<file path="config.mk">
export PLATFORM = sky130hd
export DESIGN_NAME = swmf_hcell
export DESIGN_NICKNAME = d
export VERILOG_FILES = /design/src/rtl/core/square_window_min_filter_core_assert.svh /design/src/rtl/core/swmf_pkg.sv /design/src/rtl/core/swmf_hcell.sv
export SDC_FILE = /design/constraint.sdc
export NUM_CORES = 1
export LEC_CHECK = 0
export BUFFER_PORTS_ARGS = -buffer_cell sky130_fd_sc_hd__buf_2
export CAP_MARGIN = 20
export CORE_ASPECT_RATIO = 1.25
export CORE_UTILIZATION = 54
export CTS_CLUSTER_SIZE = 28
export DETAILED_ROUTE_END_ITERATION = 8
export GPL_TIMING_DRIVEN = 0
export PLACE_DENSITY = 0.88
export RECOVER_POWER = 100
export REMOVE_ABC_BUFFERS = 1
export SLEW_MARGIN = 10
export SYNTH_ARGS = -nofsm -noshare
export SYNTH_HDL_FRONTEND = slang
export SYNTH_SLANG_ARGS = --single-unit
export TNS_END_PERCENT = 30
</file>
<file path="constraint.sdc">
create_clock -name clk_i -period 2.9 [get_ports clk_i]
set_input_delay 0.145 -clock clk_i [delete_from_list [all_inputs] [get_ports clk_i]]
set_output_delay 0.145 -clock clk_i [all_outputs]
set_load 0.01 [all_outputs]
</file>
<file path="src/rtl/core/square_window_min_filter_core_assert.svh">
// Assertion macros for the square window minimum filter.
// SWMF_ASSERT checks a property on every clock edge out of reset.
// SWMF_ASSERT_NEVER checks that a condition is never true out of reset.
`ifndef SQUARE_WINDOW_MIN_FILTER_CORE_ASSERT_SVH
`define SQUARE_WINDOW_MIN_FILTER_CORE_ASSERT_SVH

`ifndef ASSERT_OFF
`define SWMF_ASSERT(lbl, clk, rst_n, prop, msg) \
  lbl: assert property (@(posedge clk) disable iff (!rst_n) (prop)) else $error(msg);
`define SWMF_ASSERT_NEVER(lbl, clk, rst_n, cond, msg) \
  lbl: assert property (@(posedge clk) disable iff (!rst_n) !(cond)) else $error(msg);
`else
`define SWMF_ASSERT(lbl, clk, rst_n, prop, msg)
`define SWMF_ASSERT_NEVER(lbl, clk, rst_n, cond, msg)
`endif

`endif

</file>
<file path="src/rtl/core/swmf_pkg.sv">
package swmf_pkg;

  localparam int PIX_W      = 32;
  localparam int POS_W      = 10;
  localparam int SIDE_REG_W = 11;
  localparam int WIN_REG_W  = 5;
  localparam int CFG_IDX_W  = 1;
  localparam int CFG_DATA_W = 11;

  localparam int MAX_SIDE_DEF   = 1024;
  localparam int MAX_WINDOW_DEF = 16;

  localparam logic [SIDE_REG_W-1:0] SIDE_RESET = SIDE_REG_W'(1024);
  localparam logic [WIN_REG_W-1:0]  WIN_RESET  = WIN_REG_W'(3);

  // configuration register indexes
  localparam logic [CFG_IDX_W-1:0] CFG_IMAGE_SIDE  = 1'b0;
  localparam logic [CFG_IDX_W-1:0] CFG_WINDOW_SIDE = 1'b1;

  typedef logic signed [PIX_W-1:0] pix_t;

  typedef enum logic {
    ST_IDLE,
    ST_WORK
  } st_e;

  function automatic pix_t pix_min(input pix_t a, input pix_t b);
    pix_min = (a < b) ? a : b;
  endfunction

endpackage

</file>
<file path="src/rtl/core/swmf_hcell.sv">
// One stage of the horizontal chain: holds the minimum of the last k+1
// pixels of the current row, built from the neighbor's previous value.
module swmf_hcell
  import swmf_pkg::*;
(
  input  logic clk_i,
  input  logic en_i,
  input  logic restart_i,
  input  pix_t pix_i,
  input  pix_t prev_i,
  output pix_t min_o
);

  pix_t min_q;
  pix_t min_d;

  always_comb begin
    min_d = restart_i ? pix_i : pix_min(pix_i, prev_i);
  end

  always_ff @(posedge clk_i) begin
    if (en_i) begin
      min_q <= min_d;
    end
  end

  assign min_o = min_q;

endmodule

</file>
==> summary.txt <==
Logic synthesis
  – Post-Syn Instances: 427
  – Post-synthesis instance area: 0.00368 mm^2
  – Post-Syn Area per Cell: 8.61 um^2
  – Yosys reg bits: 32
  – Unique masters post-synth: 32
  – Register area share after synthesis: 26.1%
  – Synthesis Warnings: 0

STA
  – Final setup violating endpoints: 0
  – RSZ-0062 raised after global routing: false
  – Fmax: 0.370 GHz
  – Worst-Margin Slew: 2.00 ns
  – Hold Vio Cnt, Final: 0
  – Tcrit/Tclk final: 93.2%
  – Slew Limit Fails: 33
  – Final Critical Period: 2.70 ns
  – Slew headroom: -33.3%
  – Setup TNS: 0 ns
  – Hold_ws: 0.195 ns

Final layout
  – Most common cell after layout, fill and taps aside: buf_2
  – Final instance area: 0.00424 mm^2
  – Area grow syn2layout: 15.4%
  – FILL cells: 565
  – Share of layout cells above drive strength 1: 19.9%
  – Antenna diodes: 0
  – Final-stage net count: 604
  – Post-route insts no fill: 594
  – Number of flip-flops in the largest register: 32
  – Fin util: 64.6%
  – Commonest non-fill, non-tap cells in the layout: buf_2 (65), a21oi_1 (44), nand2_1 (37), clkbuf_1 (33)

Detailed routing
  – Metal-1 WL: 3730 um
  – Drt via density: 6.11
  – DR WL met3: 431 um
  – Wire per inst: 15.6 um
  – Residual DRC: 0
  – Final ANT Viol Nets: 0
  – Total number of vias: 3632
  – Post-Route WL: 9270 um
  – Pre-antenna DRT Iters: 4
  – Top sig layer: met4
  – Met2 WL: 4950 um
  – Drt initial violations: 142

GRT
  – First-pass GRT wire length: 14600 um
  – Initial antenna violation count: 0
  – Pin count of the biggest net entering global routing: 83
  – GRT overflow: 0
  – Vias in the first global route: 3491
  – GRT Total Usage: 26.2%

Clock network
  – CTS tree: built
  – PostCTS Resize Cnt: 0
  – Total CTS buffers: 5
  – Hold-fix buffers, CTS: 0
  – Clk pin slew, worst setup/hold paths: 0.08 ns
  – Sink Count: 32
  – Clock Path Buffers: 2
  – H-tree depth: 2
  – Clock root buffer: clkbuf_8

Floorplanning
  – Core region area: 0.00657 mm^2
  – Die area: 0.00714 mm^2
  – Num ports: 99
  – Initial Utilization: 56.0%
  – Die height: 94.2 um
  – FP Rows: 33
  – Die width: 75.8 um

Placed design
  – DP Area: 0.00431 mm^2
  – Placed Cells: 583
  – Post-detail-place hpwl: 6610 um
  – RePlAce Congestion: 0.768
  – # port buffers: 98

Setup path
  – Worst Path Max Fanout: 43
  – Worst path required time: 2.93 ns
  – WP data arrival: 2.74 ns
  – Worst setup SP type: input port
  – Crit. End Element: register
  – Critical path class: in2reg
  – Critical path startpoint: prev_i[31]
  – Worst setup path endpoint: min_o[2]

Pwr
  – VDD IR max: 0.215 mV
  – Total power per unit cell area: 381 mW/mm^2
  – P_leak: 1.78 nW

Status
  – Violated checks: capacitance limit, slew limit
  – Status: complete, but fails checks

Flow run
  – Maxcap violations: 1

Min path
  – Worst hold path type: in2reg
-- through the flow --
| stage | power [mW] | worst slack (ns) |
|---|---|---|
| finish | 1.61 | 0.198 |
| global route | 1.71 | 0.0582 |
| CTS | 1.66 | 0.157 |
| detailed placement | 1.31 | -0.143 |
| global placement | 1.23 | -5.04 |
| floorplan | 1.04 | -3.30 |
-- per-layer routing --
layer  track usage, %  up-vias
li1                 -     1778
met3             4.72       16
met4             10.8        0
met1             28.9     1733
met5                0        -
met2             47.6      105
-- layout make-up --
class	instances	area, um^2	area share [%]
flip-flops and latches	32	961	22.7
inverters	31	116	2.74
repair buffers	111	658	15.5
clock buffers	5	68.8	1.62
multi-input cells	325	2310	54.6
clock inverters	3	13.8	0.325
well taps	87	109	2.57
-- cell families after synthesis --
| group | synth area share (%) |
|---|---|
| compound gates | 26.8 |
| buf+inv | 8.41 |
| simple gates | 27.8 |
| fa+ha+maj | 10.6 |
| mux | 0.306 |
| flops | 26.1 |
-- how the worst min path moves through the flow --
stage,startpoint,depth (start not counted),slack [ns],end
after global placement,prev_i[31],2,0.46,min_o[31]
after global routing,prev_i[31],2,0.19,min_o[31]
final,pix_i[0],3,0.19,min_o[0]
after CTS,prev_i[31],2,0.18,min_o[31]
after floorplan,en_i,0,0.26,min_o[0]
after detailed placement,prev_i[31],2,0.47,min_o[31]
-- synthesized netlist by cell type --
library cell / instances / area share (%)
a211o_1: 1 / 0.24
a211oi_1: 1 / 0.20
a21o_1: 4 / 0.82
a21oi_1: 44 / 6.0
a221o_1: 1 / 0.27
a221oi_2: 27 / 11
a31oi_1: 3 / 0.51
and3_1: 27 / 4.6
buf_2: 10 / 1.4
buf_4: 3 / 0.61
buf_6: 3 / 0.92
clkbuf_1: 23 / 2.3
edfxtp_1: 32 / 26
ha_1: 31 / 11
inv_1: 31 / 3.2
mux2_1: 1 / 0.31
nand2_1: 37 / 3.8
nand2b_1: 32 / 5.4
nand3_1: 5 / 0.68
nand3b_1: 30 / 6.1
nand4_1: 9 / 1.5
nand4_2: 1 / 0.34
nor2_1: 3 / 0.31
nor2b_1: 1 / 0.17
nor3_1: 28 / 3.8
nor3_2: 3 / 0.82
nor3b_1: 1 / 0.20
o2111ai_1: 4 / 0.95
o211ai_1: 27 / 5.5
o21ai_0: 2 / 0.27
o311a_1: 1 / 0.27
o311ai_4: 1 / 0.71
-- where the power goes --
part / switching, mW / internal [mW]
Combinational: 0.370 / 0.289
Clock: 0.186 / 0.163
Sequential: 0.0167 / 0.590
Total: 0.573 / 1.04
-- repair_timing --
| item | 4_1_cts | 5_1_grt |
|---|---|---|
| endpoints found under the hold margin | 0 | 0 |
| setup buffers | 0 | 3 |
| setup endpoints to repair | 0 | 1 |
-- worst max-delay path, stage by stage --
cell	delay (ns)
buf_2	0.11
inv_1	0.09
ha_4	0.32
nand4_1	0.21
nor3_2	0.10
a221o_1	0.33
nor3_2	0.53
buf_16	0.23
buf_6	0.20
a21oi_1	0.07
a221oi_1	0.23
o211ai_1	0.14
Power figures use the tool's default switching activity.
